## config.mk

```make
export PLATFORM = sky130hd
export DESIGN_NAME = angle_sensor_ema_zeroing_core
export DESIGN_NICKNAME = d
export VERILOG_FILES = /design/src/design/ase_pkg.sv /design/src/design/ase_mul.sv /design/src/design/ase_ctrl.sv /design/src/design/angle_sensor_ema_zeroing_core.sv
export SDC_FILE = /design/constraint.sdc
export NUM_CORES = 1
export LEC_CHECK = 0
export BUFFER_PORTS_ARGS = -buffer_cell sky130_fd_sc_hd__buf_4
export CORE_MARGIN = 5
export CORE_UTILIZATION = 44
export DETAILED_ROUTE_END_ITERATION = 10
export GPL_ROUTABILITY_DRIVEN = 0
export MAX_ROUTING_LAYER = met4
export PLACE_DENSITY = 0.63
export SLEW_MARGIN = 20
export SYNTH_ARGS = -nofsm -noshare
export SYNTH_HDL_FRONTEND = slang
export SYNTH_HIERARCHICAL = 1
export SYNTH_SLANG_ARGS = --single-unit
```

## constraint.sdc

```tcl
create_clock -name clk_i -period 8.3 [get_ports clk_i]
set_clock_uncertainty 0.05 [all_clocks]
set_input_delay 0.415 -clock clk_i [delete_from_list [all_inputs] [get_ports clk_i]]
set_output_delay 0.415 -clock clk_i [all_outputs]
set_load 0.02 [all_outputs]
```

## src/design/ase_pkg.sv

```systemverilog
`default_nettype none
// ----------------------------------------------------------------------------
// ase_pkg: shared types and constants of the angle sensor EMA/zeroing core
// Formats, register codes, op codes, sequencer states and control bundle.
// ----------------------------------------------------------------------------
package ase_pkg;

  // fixed-point formats
  localparam int ADC_BITS  = 12;
  localparam int FRAC_BITS = 8;
  localparam int VAL_BITS  = ADC_BITS + FRAC_BITS;   // filter / zero, unsigned
  localparam int ANG_BITS  = VAL_BITS + 1;           // angle, signed
  localparam int COEF_W    = 16;                     // Q0.16 coefficients
  localparam int DIFF_W    = VAL_BITS + 2;           // signed difference, room to negate
  localparam int PROD_W    = DIFF_W + COEF_W + 1;    // signed product
  localparam int RND_W     = PROD_W - COEF_W;        // product rounded to integer
  localparam int SUM_W     = RND_W + 1;              // filter plus step

  // configuration port
  localparam int CFG_IDX_W  = 3;
  localparam int CFG_DATA_W = VAL_BITS;

  localparam logic [CFG_IDX_W-1:0] CFG_VALID_MIN    = 3'd0;
  localparam logic [CFG_IDX_W-1:0] CFG_VALID_MAX    = 3'd1;
  localparam logic [CFG_IDX_W-1:0] CFG_ALPHA        = 3'd2;
  localparam logic [CFG_IDX_W-1:0] CFG_ANGLE_NEGATE = 3'd3;
  localparam logic [CFG_IDX_W-1:0] CFG_DEG_PER_CNT  = 3'd4;
  localparam logic [CFG_IDX_W-1:0] CFG_DEFAULT_ZERO = 3'd5;

  // register reset values
  localparam logic [ADC_BITS-1:0] RST_VALID_MIN    = ADC_BITS'(50);
  localparam logic [ADC_BITS-1:0] RST_VALID_MAX    = ADC_BITS'(4045);
  localparam logic [COEF_W-1:0]   RST_ALPHA        = COEF_W'(6554);
  localparam logic                RST_ANGLE_NEGATE = 1'b0;
  localparam logic [COEF_W-1:0]   RST_DEG_PER_CNT  = COEF_W'(655);
  localparam logic [VAL_BITS-1:0] RST_DEFAULT_ZERO = VAL_BITS'(524288);

  // item operations; code 3 is unused and only reports state
  typedef enum logic [1:0] {
    OP_SAMPLE  = 2'd0,
    OP_CAPTURE = 2'd1,
    OP_LOAD    = 2'd2
  } op_e;

  // sequencer states
  typedef enum logic [2:0] {
    ST_IDLE,
    ST_FMUL,
    ST_FUPD,
    ST_AMUL,
    ST_AOUT
  } state_e;

  // multiplier operand select
  typedef enum logic {
    SEL_FILT,
    SEL_ANG
  } mul_sel_e;

  typedef struct packed {
    logic     busy;
    logic     mul_en;
    mul_sel_e mul_sel;
    logic     filt_upd;
    logic     out_load;
  } ctrl_t;

endpackage
`default_nettype wire

```

## src/design/ase_mul.sv

```systemverilog
`default_nettype none
// ----------------------------------------------------------------------------
// ase_mul: shared signed-by-Q0.16 multiplier with round-half-up output
// Product is registered; the rounded integer is taken from the register.
// ----------------------------------------------------------------------------
module ase_mul (
  input  wire logic                              clk_i,
  input  wire logic                              en_i,
  input  wire logic signed [ase_pkg::DIFF_W-1:0] a_i,
  input  wire logic        [ase_pkg::COEF_W-1:0] b_i,
  output logic signed      [ase_pkg::RND_W-1:0]  rnd_o
);
  import ase_pkg::*;

  localparam logic [PROD_W-1:0] ROUND_HALF = PROD_W'(1) << (COEF_W - 1);

  logic signed [PROD_W-1:0] prod_d, prod_q, biased;

  // coefficient is unsigned, so widen it with a zero sign bit
  assign prod_d = PROD_W'(a_i) * PROD_W'($signed({1'b0, b_i}));

  always_ff @(posedge clk_i) begin
    if (en_i) begin
      prod_q <= prod_d;
    end
  end

  // floor((p + 2^15) / 2^16): bias then drop the fraction bits
  assign biased = prod_q + $signed(ROUND_HALF);
  assign rnd_o  = biased[PROD_W-1:COEF_W];

endmodule
`default_nettype wire

```

## src/design/ase_ctrl.sv

```systemverilog
`default_nettype none
// ----------------------------------------------------------------------------
// ase_ctrl: item sequencer
// Steps one item through filter multiply and filter update (primed samples only),
// angle multiply and result load, sharing the one multiplier.
// ----------------------------------------------------------------------------
module ase_ctrl (
  input  wire logic          clk_i,
  input  wire logic          rst_ni,
  input  wire logic          fire_i,
  input  wire ase_pkg::op_e  op_i,
  input  wire logic          primed_i,
  input  wire logic          out_free_i,
  output ase_pkg::ctrl_t     ctrl_o
);
  import ase_pkg::*;

  state_e state_q, state_d;

  always_ff @(posedge clk_i or negedge rst_ni) begin
    if (!rst_ni) begin
      state_q <= ST_IDLE;
    end else begin
      state_q <= state_d;
    end
  end

  // next state
  always_comb begin
    state_d = state_q;
    case (state_q)
      ST_IDLE: begin
        if (fire_i) begin
          // an unprimed filter loads directly and needs no multiply
          state_d = (op_i == OP_SAMPLE && primed_i) ? ST_FMUL : ST_AMUL;
        end
      end
      ST_FMUL: state_d = ST_FUPD;
      ST_FUPD: state_d = ST_AMUL;
      ST_AMUL: state_d = ST_AOUT;
      ST_AOUT: begin
        if (out_free_i) begin
          state_d = ST_IDLE;
        end
      end
      default: state_d = ST_IDLE;
    endcase
  end

  // outputs
  always_comb begin
    ctrl_o          = '0;
    ctrl_o.busy     = (state_q != ST_IDLE);
    ctrl_o.mul_sel  = SEL_FILT;
    case (state_q)
      ST_FMUL: ctrl_o.mul_en = 1'b1;
      ST_FUPD: ctrl_o.filt_upd = 1'b1;
      ST_AMUL: begin
        ctrl_o.mul_en  = 1'b1;
        ctrl_o.mul_sel = SEL_ANG;
      end
      ST_AOUT: ctrl_o.out_load = out_free_i;
      default: ;
    endcase
  end

endmodule
`default_nettype wire

```

## src/design/angle_sensor_ema_zeroing_core.sv

```systemverilog
`default_nettype none
// ----------------------------------------------------------------------------
// angle_sensor_ema_zeroing_core: ADC sample EMA filter with zero offset
// Validity window, first-sample priming, zero capture/load and saturated
// signed angle output, all through one shared multiplier.
// ----------------------------------------------------------------------------
//  channel | handshake            | payload
//  --------+----------------------+------------------------------------------
//  in      | in_valid_i/in_stall_o| op_i, sample_i, zero_value_i
//  out     | out_valid_o/out_stall_i | raw_out_o, filtered_out_o, zero_out_o,
//          |                      | valid_out_o, angle_out_o
//  cfg     | cfg_we_i             | cfg_idx_i, cfg_data_i
//
//  A sample on a primed filter makes two passes through the shared multiplier,
//  each followed by a register stage; other items make only the angle pass.
//  in_stall_o is high while an item is in the sequencer. The result beat sits
//  in an output register; a stalled output holds the sequencer in its last
//  step only until that register frees up.
//  Reset is asynchronous, active low; no clearing pass.
// ----------------------------------------------------------------------------
module angle_sensor_ema_zeroing_core (
  input  wire logic                                clk_i,
  input  wire logic                                rst_ni,
  // configuration
  input  wire logic                                cfg_we_i,
  input  wire logic [ase_pkg::CFG_IDX_W-1:0]       cfg_idx_i,
  input  wire logic [ase_pkg::CFG_DATA_W-1:0]      cfg_data_i,
  // input channel
  input  wire logic                                in_valid_i,
  output logic                                     in_stall_o,
  input  wire logic [1:0]                          op_i,
  input  wire logic [ase_pkg::ADC_BITS-1:0]        sample_i,
  input  wire logic [ase_pkg::VAL_BITS-1:0]        zero_value_i,
  // output channel
  output logic                                     out_valid_o,
  input  wire logic                                out_stall_i,
  output logic [ase_pkg::ADC_BITS-1:0]             raw_out_o,
  output logic [ase_pkg::VAL_BITS-1:0]             filtered_out_o,
  output logic [ase_pkg::VAL_BITS-1:0]             zero_out_o,
  output logic                                     valid_out_o,
  output logic signed [ase_pkg::ANG_BITS-1:0]      angle_out_o
);
  import ase_pkg::*;

  localparam logic signed [ANG_BITS-1:0] ANG_MAX = {1'b0, {VAL_BITS{1'b1}}};
  localparam logic signed [ANG_BITS-1:0] ANG_MIN = {1'b1, {VAL_BITS{1'b0}}};

  // configuration registers
  logic [ADC_BITS-1:0] valid_min_q, valid_max_q;
  logic [COEF_W-1:0]   alpha_q, dpc_q;
  logic                negate_q;

  // filter state
  logic [ADC_BITS-1:0] last_raw_q;
  logic [VAL_BITS-1:0] filtered_q, zero_q;
  logic                primed_q, sample_valid_q;

  // output register
  logic                       out_valid_q;
  logic [ADC_BITS-1:0]        out_raw_q;
  logic [VAL_BITS-1:0]        out_filt_q, out_zero_q;
  logic                       out_sv_q;
  logic signed [ANG_BITS-1:0] out_ang_q;

  ctrl_t                     ctrl;
  op_e                       in_op;
  logic                      in_fire, out_free;
  logic [VAL_BITS-1:0]       samp_val;
  logic signed [DIFF_W-1:0]  filt_diff, ang_diff, ang_term, mul_a;
  logic [COEF_W-1:0]         mul_b;
  logic signed [RND_W-1:0]   rnd;
  logic signed [SUM_W-1:0]   filt_sum;
  logic [VAL_BITS-1:0]       filt_next;
  logic signed [ANG_BITS-1:0] ang_sat;

  assign in_op      = op_e'(op_i);
  assign in_stall_o = ctrl.busy;
  assign in_fire    = in_valid_i && !in_stall_o;
  assign out_free   = !out_valid_q || !out_stall_i;

  // configuration writes; default_zero only matters at reset, when it holds
  // its reset value, so a write to it is dropped
  always_ff @(posedge clk_i or negedge rst_ni) begin
    if (!rst_ni) begin
      valid_min_q <= RST_VALID_MIN;
      valid_max_q <= RST_VALID_MAX;
      alpha_q     <= RST_ALPHA;
      negate_q    <= RST_ANGLE_NEGATE;
      dpc_q       <= RST_DEG_PER_CNT;
    end else if (cfg_we_i) begin
      case (cfg_idx_i)
        CFG_VALID_MIN:    valid_min_q <= cfg_data_i[ADC_BITS-1:0];
        CFG_VALID_MAX:    valid_max_q <= cfg_data_i[ADC_BITS-1:0];
        CFG_ALPHA:        alpha_q     <= cfg_data_i[COEF_W-1:0];
        CFG_ANGLE_NEGATE: negate_q    <= cfg_data_i[0];
        CFG_DEG_PER_CNT:  dpc_q       <= cfg_data_i[COEF_W-1:0];
        CFG_DEFAULT_ZERO: ;
        default: ;
      endcase
    end
  end

  // sequencer
  ase_ctrl u_ctrl (
    .clk_i      (clk_i),
    .rst_ni     (rst_ni),
    .fire_i     (in_fire),
    .op_i       (in_op),
    .primed_i   (primed_q),
    .out_free_i (out_free),
    .ctrl_o     (ctrl)
  );

  // multiplier operands
  assign samp_val  = {last_raw_q, FRAC_BITS'(0)};
  assign filt_diff = DIFF_W'(samp_val) - DIFF_W'(filtered_q);
  assign ang_diff  = DIFF_W'(filtered_q) - DIFF_W'(zero_q);
  assign ang_term  = negate_q ? -ang_diff : ang_diff;
  assign mul_a     = (ctrl.mul_sel == SEL_ANG) ? ang_term : filt_diff;
  assign mul_b     = (ctrl.mul_sel == SEL_ANG) ? dpc_q : alpha_q;

  ase_mul u_mul (
    .clk_i (clk_i),
    .en_i  (ctrl.mul_en),
    .a_i   (mul_a),
    .b_i   (mul_b),
    .rnd_o (rnd)
  );

  // filter step with clamp to the unsigned range
  assign filt_sum = SUM_W'(filtered_q) + SUM_W'(rnd);
  always_comb begin
    if (filt_sum[SUM_W-1]) begin
      filt_next = '0;
    end else if (|filt_sum[SUM_W-2:VAL_BITS]) begin
      filt_next = '1;
    end else begin
      filt_next = filt_sum[VAL_BITS-1:0];
    end
  end

  // angle saturation: overflow when the dropped top bits differ from the sign
  always_comb begin
    if (rnd[RND_W-1:ANG_BITS-1] == '0 || rnd[RND_W-1:ANG_BITS-1] == '1) begin
      ang_sat = rnd[ANG_BITS-1:0];
    end else if (rnd[RND_W-1]) begin
      ang_sat = ANG_MIN;
    end else begin
      ang_sat = ANG_MAX;
    end
  end

  // filter and zero state
  always_ff @(posedge clk_i or negedge rst_ni) begin
    if (!rst_ni) begin
      last_raw_q     <= '0;
      filtered_q     <= RST_DEFAULT_ZERO;
      zero_q         <= RST_DEFAULT_ZERO;
      primed_q       <= 1'b0;
      sample_valid_q <= 1'b0;
    end else if (in_fire) begin
      case (in_op)
        OP_SAMPLE: begin
          last_raw_q     <= sample_i;
          sample_valid_q <= (sample_i > valid_min_q) && (sample_i < valid_max_q);
          if (!primed_q) begin
            filtered_q <= {sample_i, FRAC_BITS'(0)};
            primed_q   <= 1'b1;
          end
        end
        OP_CAPTURE: begin
          if (sample_valid_q) begin
            zero_q <= filtered_q;
          end
        end
        OP_LOAD: zero_q <= zero_value_i;
        default: ;
      endcase
    end else if (ctrl.filt_upd) begin
      filtered_q <= filt_next;
    end
  end

  // result beat register
  always_ff @(posedge clk_i or negedge rst_ni) begin
    if (!rst_ni) begin
      out_valid_q <= 1'b0;
    end else if (ctrl.out_load) begin
      out_valid_q <= 1'b1;
    end else if (!out_stall_i) begin
      out_valid_q <= 1'b0;
    end
  end

  always_ff @(posedge clk_i) begin
    if (ctrl.out_load) begin
      out_raw_q  <= last_raw_q;
      out_filt_q <= filtered_q;
      out_zero_q <= zero_q;
      out_sv_q   <= sample_valid_q;
      out_ang_q  <= ang_sat;
    end
  end

  assign out_valid_o    = out_valid_q;
  assign raw_out_o      = out_raw_q;
  assign filtered_out_o = out_filt_q;
  assign zero_out_o     = out_zero_q;
  assign valid_out_o    = out_sv_q;
  assign angle_out_o    = out_ang_q;

`ifndef SYNTHESIS
  // an accepted item always occupies the sequencer next cycle
  a_accept_busy: assert property (@(posedge clk_i) disable iff (!rst_ni)
    in_fire |=> in_stall_o)
    else $error("accepted item did not start the sequencer");

  // the filter never returns to its unprimed state
  a_primed_sticky: assert property (@(posedge clk_i) disable iff (!rst_ni)
    !$fell(primed_q))
    else $error("primed flag dropped");

  // a valid sample implies the filter has been primed
  a_valid_primed: assert property (@(posedge clk_i) disable iff (!rst_ni)
    sample_valid_q |-> primed_q)
    else $error("sample valid without primed filter");

  // the zero offset only moves at an accepted item
  a_zero_stable: assert property (@(posedge clk_i) disable iff (!rst_ni)
    !in_fire |=> $stable(zero_q))
    else $error("zero offset changed without an item");

  // the multiplier is only used while an item is in flight
  a_mul_busy: assert property (@(posedge clk_i) disable iff (!rst_ni)
    (ctrl.mul_en || ctrl.out_load) |-> in_stall_o)
    else $error("datapath active while idle");
`endif

endmodule
`default_nettype wire
```

==> flow_metrics.env, run 1 <==
export IMPL_drc_errors=0
export IMPL_start_util=0.4456
export IMPL_synth_top_cell_area_share=0.2775
export IMPL_yosysSeqAreaShare=0.2325
export IMPL_cts_sinks=213
export IMPL_ys_warn_count=6
export IMPL_drive_above_1_share=0.2387
export IMPL_worstSetupPathType="reg -> reg"
export IMPL_violations="setup timing"
export IMPL_clockBufferDepth=3
export IMPL_track_usage=0.2349
export IMPL_grt_busiest_layer="met2"
export IMPL_dp_cells=3685
export IMPL_clk_pin_slew_ps=60
export IMPL_synth_commonest_cells="inv_1 (480), fa_1 (349), nand2_1 (310)"
export IMPL_max_stage_delay_ps=530
export IMPL_hold_ws_ps=53.34
export IMPL_worstHoldPathType="in -> reg"
export IMPL_firstDrtPassIters=6
export IMPL_wl_um=72630
export IMPL_worst_slew_pin_slew_ps=957.3
export IMPL_vias=20250
export IMPL_cp_slowest_cell="fa_1"
export IMPL_finalCritPeriodShare=1.050
export IMPL_area_delta_synth_final_pct=22.23
export IMPL_netlist_area_mm2=0.02518
export IMPL_first_iter_violations=1309
export IMPL_met3_usage=0.01984
export IMPL_arrival_ps=8950
export IMPL_nets=3592
export IMPL_path_common_cell="fa_1"
export IMPL_max_freq_mhz=114.8
export IMPL_syn_inst=2639
export IMPL_io_buffer_count=133
export IMPL_maxSlewHeadroom=0.3618
export IMPL_grt_pass1_wl_um=114500
export IMPL_grt_max_degree=76
export IMPL_routedWlPerCell_um=19.21
export IMPL_die_h_um=249.2
export IMPL_end_kind="register"
export IMPL_grt_pass1_vias=21270
export IMPL_postSynthAreaPerCell_um2=9.540
export IMPL_synth_cell_type_count=85
export IMPL_setup_viol=17
export IMPL_async_flop_share=0.5399
export IMPL_synth_nets=3223
export IMPL_fillers=4884
export IMPL_ant_nets=0
export IMPL_synth_edff_count=98
export IMPL_cp_top_family="adder cells"
export IMPL_synth_top_cells_by_area="fa_1 (28%), edfxtp_1 (12%), dfrtp_1 (8.7%), ha_1 (8.6%), inv_1 (7.2%)"
export IMPL_path_buf_inv=7
export IMPL_cts_inserted_buffers=23
export IMPL_synth_most_common_cell="inv_1"
export IMPL_core_area_mm2=0.05650
export IMPL_fp_dieW_um=249.2
export IMPL_max_cap_viol_count=0
export IMPL_seq_area_mm2=0.005854
export IMPL_insertedDiodeCount=0
export IMPL_fin_crit_ps=8711
export IMPL_cp_start_kind="register"
export IMPL_row_count=87
export IMPL_multi_input_area_mm2=0.01798
export IMPL_worst_ep_required_time_ps=8540
export IMPL_rsz0062_at_grt="true"
export IMPL_slew_viol_final=0
export IMPL_grt_overflow=0
export IMPL_use_met2=0.4059
export IMPL_pin_count=138
export IMPL_dieArea_mm2=0.06210
export IMPL_layout_cells_non_filler=3781
export IMPL_hpwl_um=58490
export IMPL_use_met1=0.2873
export IMPL_synth_seq_cells=213
export IMPL_synthFlopType="edfxtp_1"
export IMPL_hold_viol_final=0
export IMPL_cp_max_fo=6
export IMPL_status="complete, but fails checks"
export IMPL_cts_tree="built"
export IMPL_synth_largest_area_cell="fa_1"
export IMPL_viasPerCell=5.354
export IMPL_h_tree_depth=1
export IMPL_clock_latency_ps=550
export IMPL_layout_setup_ws_ps=-411.3
export IMPL_clockRootBuffer="clkbuf_16"
export IMPL_antenna_found_initial=0
-- worst paths after layout --
kind,startpoint,to,slack (ps),depth (start not counted)
max,filtered_q[1],u_mul/prod_q[36],-410,33
min,cfg_data_i[15],alpha_q[15],50,2
max reg2reg,filtered_q[1],u_mul/prod_q[36],-410,33
min reg2reg,zero_q[3],zero_out_o[3],420,0
max in group asynchronous,rst_ni,valid_min_q[10],6490,3
min in group asynchronous,rst_ni,last_raw_q[5],420,2
-- cell usage in the layout (no fill, tap or decap), types with 14 or more instances in the layout --
cell and count:
nor2_1 128, o21a_1 15, inv_2 14, a21o_1 35
edfxtp_1 98, ha_4 14, mux2_2 62, and2_1 146
xor2_1 33, dfstp_2 27, nand2_1 301, buf_4 410
ha_1 156, inv_1 466, nand4_1 14, clkbuf_16 23
a31oi_1 20, nor3_1 20, nand3_1 27, dfrtp_1 88
nand2b_1 21, o21ai_0 60, mux2i_1 24, fa_1 336
a21oi_1 101, buf_6 18, xnor2_1 66
-- metal layers --
layer,up-vias,share of wire
li1,9217,-
met1,10180,0.39
met2,662,0.50
met3,183,0.056
met4,0,0.049
met5,-,0
-- final cells by class --
cell class	instances	area share
clock buffer	30	0.01988
clock inverter	12	0.004350
inverter	481	0.05867
multi-input combinational	1852	0.5843
sequential	213	0.1902
tap	756	0.03074
timing repair buffer	437	0.1118
-- flip-flops by register name, summed over array words and instances (netlist names), 12 cells and up --
signal	flops
filtered_q	20
valid_min_q	12
dpc_q	16
u_mul/prod_q	24
raw_out_o	12
valid_max_q	12
zero_q	20
angle_out_o	21
zero_out_o	20
filtered_out_o	20
last_raw_q	12
alpha_q	16
-- worst reg2reg max path, delay by kind of cell (launching register included) --
kind | cells | cell delay (ps)
adders and majority gates | 8 | 3470
AOI/OAI and AO/OA | 10 | 2030
and+or+nand+nor | 7 | 1600
buffers and inverters | 7 | 700
DFF | 1 | 410
xor gates and xnor gates | 1 | 160
-- per-stage QoR --
step	cell area (µm²)	setup WS, ps	utilization	setup TNS [ps]
3_3_place_gp	28830	-392.7	0.5104	-4881
2_1_floorplan	25270	-91.45	-	-548.0
3_5_place_dp	28830	-636.4	0.5104	-8361
6_report	30770	-411.3	0.5447	-4606
5_1_grt	30770	-678.2	0.5447	-9860
4_1_cts	30190	-417.6	0.5345	-4825
-- repair_timing --
item	4_1_cts	5_1_grt
hold endpoints to repair	46	0
hold buffers	1	0
resized for setup	81	86
setup buffers	27	27
pin swaps	65	74
setup endpoints to repair	22	24
-- cells by family (layout without fill, tap and decap cells) --
| logic type | count (synthesis) | count (layout) | synth area share |
|---|---|---|---|
| flip-flops | 213 | 213 | 0.2325 |
| XOR/XNOR | 106 | 106 | 0.03688 |
| AO/OA/AOI/OAI | 376 | 376 | 0.09835 |
| AND/OR/NAND/NOR | 762 | 762 | 0.1458 |
| adder cells (fa/ha/maj) | 522 | 522 | 0.3635 |
| buffers and inverters | 574 | 960 | 0.08568 |
| multiplexers | 86 | 86 | 0.03727 |
Power of run 1 is not shown: default switching activity piles up to over one toggle a cycle in this logic, so the estimate is an artifact.
==> run 2, diff against run 1 <==
--- a/config.mk
+++ b/config.mk
@@ -17,3 +17,4 @@
 export SYNTH_HDL_FRONTEND = slang
 export SYNTH_HIERARCHICAL = 1
 export SYNTH_SLANG_ARGS = --single-unit
+export TNS_END_PERCENT = 10
==> flow_metrics.env, run 2 (synthesized netlist as in run 1, its figures left out) <==
export IMPL_status="complete, but fails checks"
export IMPL_violations="setup timing"
export IMPL_placed_area_mm2=0.02884
export IMPL_top_register="u_mul/prod_q"
export IMPL_grt_overflow=0
export IMPL_r2r_start="filtered_q[1]"
export IMPL_fp_dieW_um=249.2
export IMPL_io_buffer_count=133
export IMPL_min_delay_start="cfg_data_i[13]"
export IMPL_clk_pin_slew_ps=60
export IMPL_max_stage_delay_ps=530
export IMPL_largest_register_ffs=24
export IMPL_path_buf_inv=5
export IMPL_dp_cells=3688
export IMPL_grt_pass1_vias=21200
export IMPL_ant_nets=0
export IMPL_area_delta_synth_final_pct=18.69
export IMPL_layout_cells_non_filler=3737
export IMPL_max_freq_mhz=115.7
export IMPL_routedWlPerCell_um=19.02
export IMPL_h_tree_depth=1
export IMPL_cts_inserted_buffers=23
export IMPL_fin_crit_ps=8644
export IMPL_end_kind="register"
export IMPL_hpwl_um=58450
export IMPL_worstHoldPathType="in -> reg"
export IMPL_worst_slew_pin_slew_ps=933.6
export IMPL_rsz0062_at_grt="true"
export IMPL_hold_viol_final=0
export IMPL_worstSetupPathType="reg -> reg"
export IMPL_die_h_um=249.2
export IMPL_finalCritPeriodShare=1.041
export IMPL_clockRootBuffer="clkbuf_16"
export IMPL_final_area_mm2=0.02988
export IMPL_slew_viol_final=0
export IMPL_arrival_ps=8880
export IMPL_final_common_cell="inv_1"
export IMPL_pin_count=138
export IMPL_track_usage=0.2324
export IMPL_clockBufferDepth=3
export IMPL_path_common_cell="fa_1"
export IMPL_crit_start="filtered_q[1]"
export IMPL_maxSlewHeadroom=0.3776
export IMPL_cts_sinks=213
export IMPL_viasPerCell=5.351
export IMPL_cp_slowest_cell="fa_1"
export IMPL_firstDrtPassIters=6
export IMPL_vias=20000
export IMPL_grt_pass1_wl_um=113400
export IMPL_fin_setup_tns_ps=-4637
export IMPL_cp_start_kind="register"
export IMPL_cts_tree="built"
export IMPL_cp_max_fo=7
export IMPL_antenna_found_initial=3
export IMPL_clock_latency_ps=560
export IMPL_grt_max_degree=76
export IMPL_first_iter_violations=1283
export IMPL_wl_um=71090
export IMPL_core_area_mm2=0.05650
export IMPL_dieArea_mm2=0.06210
export IMPL_worst_ep_required_time_ps=8540
export IMPL_drc_errors=0
export IMPL_max_cap_viol_count=0
export IMPL_layout_setup_ws_ps=-344.0
export IMPL_fillers=5048
export IMPL_cp_top_family="adder cells"
export IMPL_nets=3547
export IMPL_setup_viol=20
export IMPL_drive_above_1_share=0.2010
export IMPL_start_util=0.4456
export IMPL_final_cell_mix="inv_1 (478), buf_4 (382), fa_1 (345)"
export IMPL_row_count=87
## run 2: cell count changes in the layout (fill, tap and decap cells not counted), moves of 8 or more
cell     change
fa_1         +9
ha_1        +11
fa_2         -9
buf_4       -28
buf_6       -14
inv_1       +12
nand2_1      +8
ha_4        -10
inv_2       -12
## run 2: worst reg2reg max path: cells and delay by family, from the launching register on
| family | cells | cell delay [ps] |
|---|---|---|
| buffers and inverters | 5 | 470 |
| adders and majority gates | 8 | 3540 |
| and+or+nand+nor | 7 | 1770 |
| AOI/OAI and AO/OA | 10 | 1990 |
| DFF | 1 | 400 |
| xor gates and xnor gates | 1 | 160 |
## run 2: cell type report
| cell class | instances | area [µm²] | share of cell area |
|---|---|---|---|
| Antenna cell | 1 | 2.502 | 0.00008374 |
| Clock buffer | 29 | 608.1 | 0.02035 |
| Clock inverter | 13 | 118.9 | 0.003978 |
| Inverter | 481 | 1805 | 0.06042 |
| Multi-Input combinational cell | 1852 | 17520 | 0.5864 |
| Sequential cell | 213 | 5854 | 0.1959 |
| Tap cell | 756 | 945.9 | 0.03165 |
| Timing Repair Buffer | 392 | 3023 | 0.1012 |
## run 2: stage by stage
| stage | utilization | hold WS [ps] | worst slack [ps] |
|---|---|---|---|
| 6_report | 0.5289 | 53.86 | -344.0 |
| 5_1_grt | 0.5289 | 44.29 | -730.6 |
| 4_1_cts | 0.5272 | 28.06 | -343.2 |
| 3_5_place_dp | 0.5106 | 409.9 | -587.5 |
| 3_3_place_gp | 0.5106 | 407.3 | -414.5 |
| 2_1_floorplan | - | 69.41 | -91.45 |
## run 2: worst paths after layout
kind	end	slack, ps	cells after the start
setup reg to reg	u_mul/prod_q[38]	-340	31
max in group asynchronous	alpha_q[13]	6450	3
hold / removal	dpc_q[13]	50	2
hold reg to reg	zero_out_o[3]	430	0
min in group asynchronous	filtered_q[11]	430	2
setup / recovery	u_mul/prod_q[38]	-340	31
## run 2: repair_timing
action                                  in CTS  in global routing
endpoints found under the hold margin       38                  0
endpoints found under the setup margin      22                 24
hold buffers                                 1                  0
gates resized for setup                     35                 15
setup buffers                                3                  2
pin swaps                                   23                 10
cloned                                       0                  0
## run 2: layer usage
metal / vias up / global-route usage / routed length [µm]
met4: 0 / 0.09454 / 3687
met1: 10020 / 0.2785 / 27710
met3: 175 / 0.02537 / 3959
met5: - / - / 0
met2: 661 / 0.4026 / 35740
li1: 9144 / - / -
Power of run 2 is left out for the same reason.
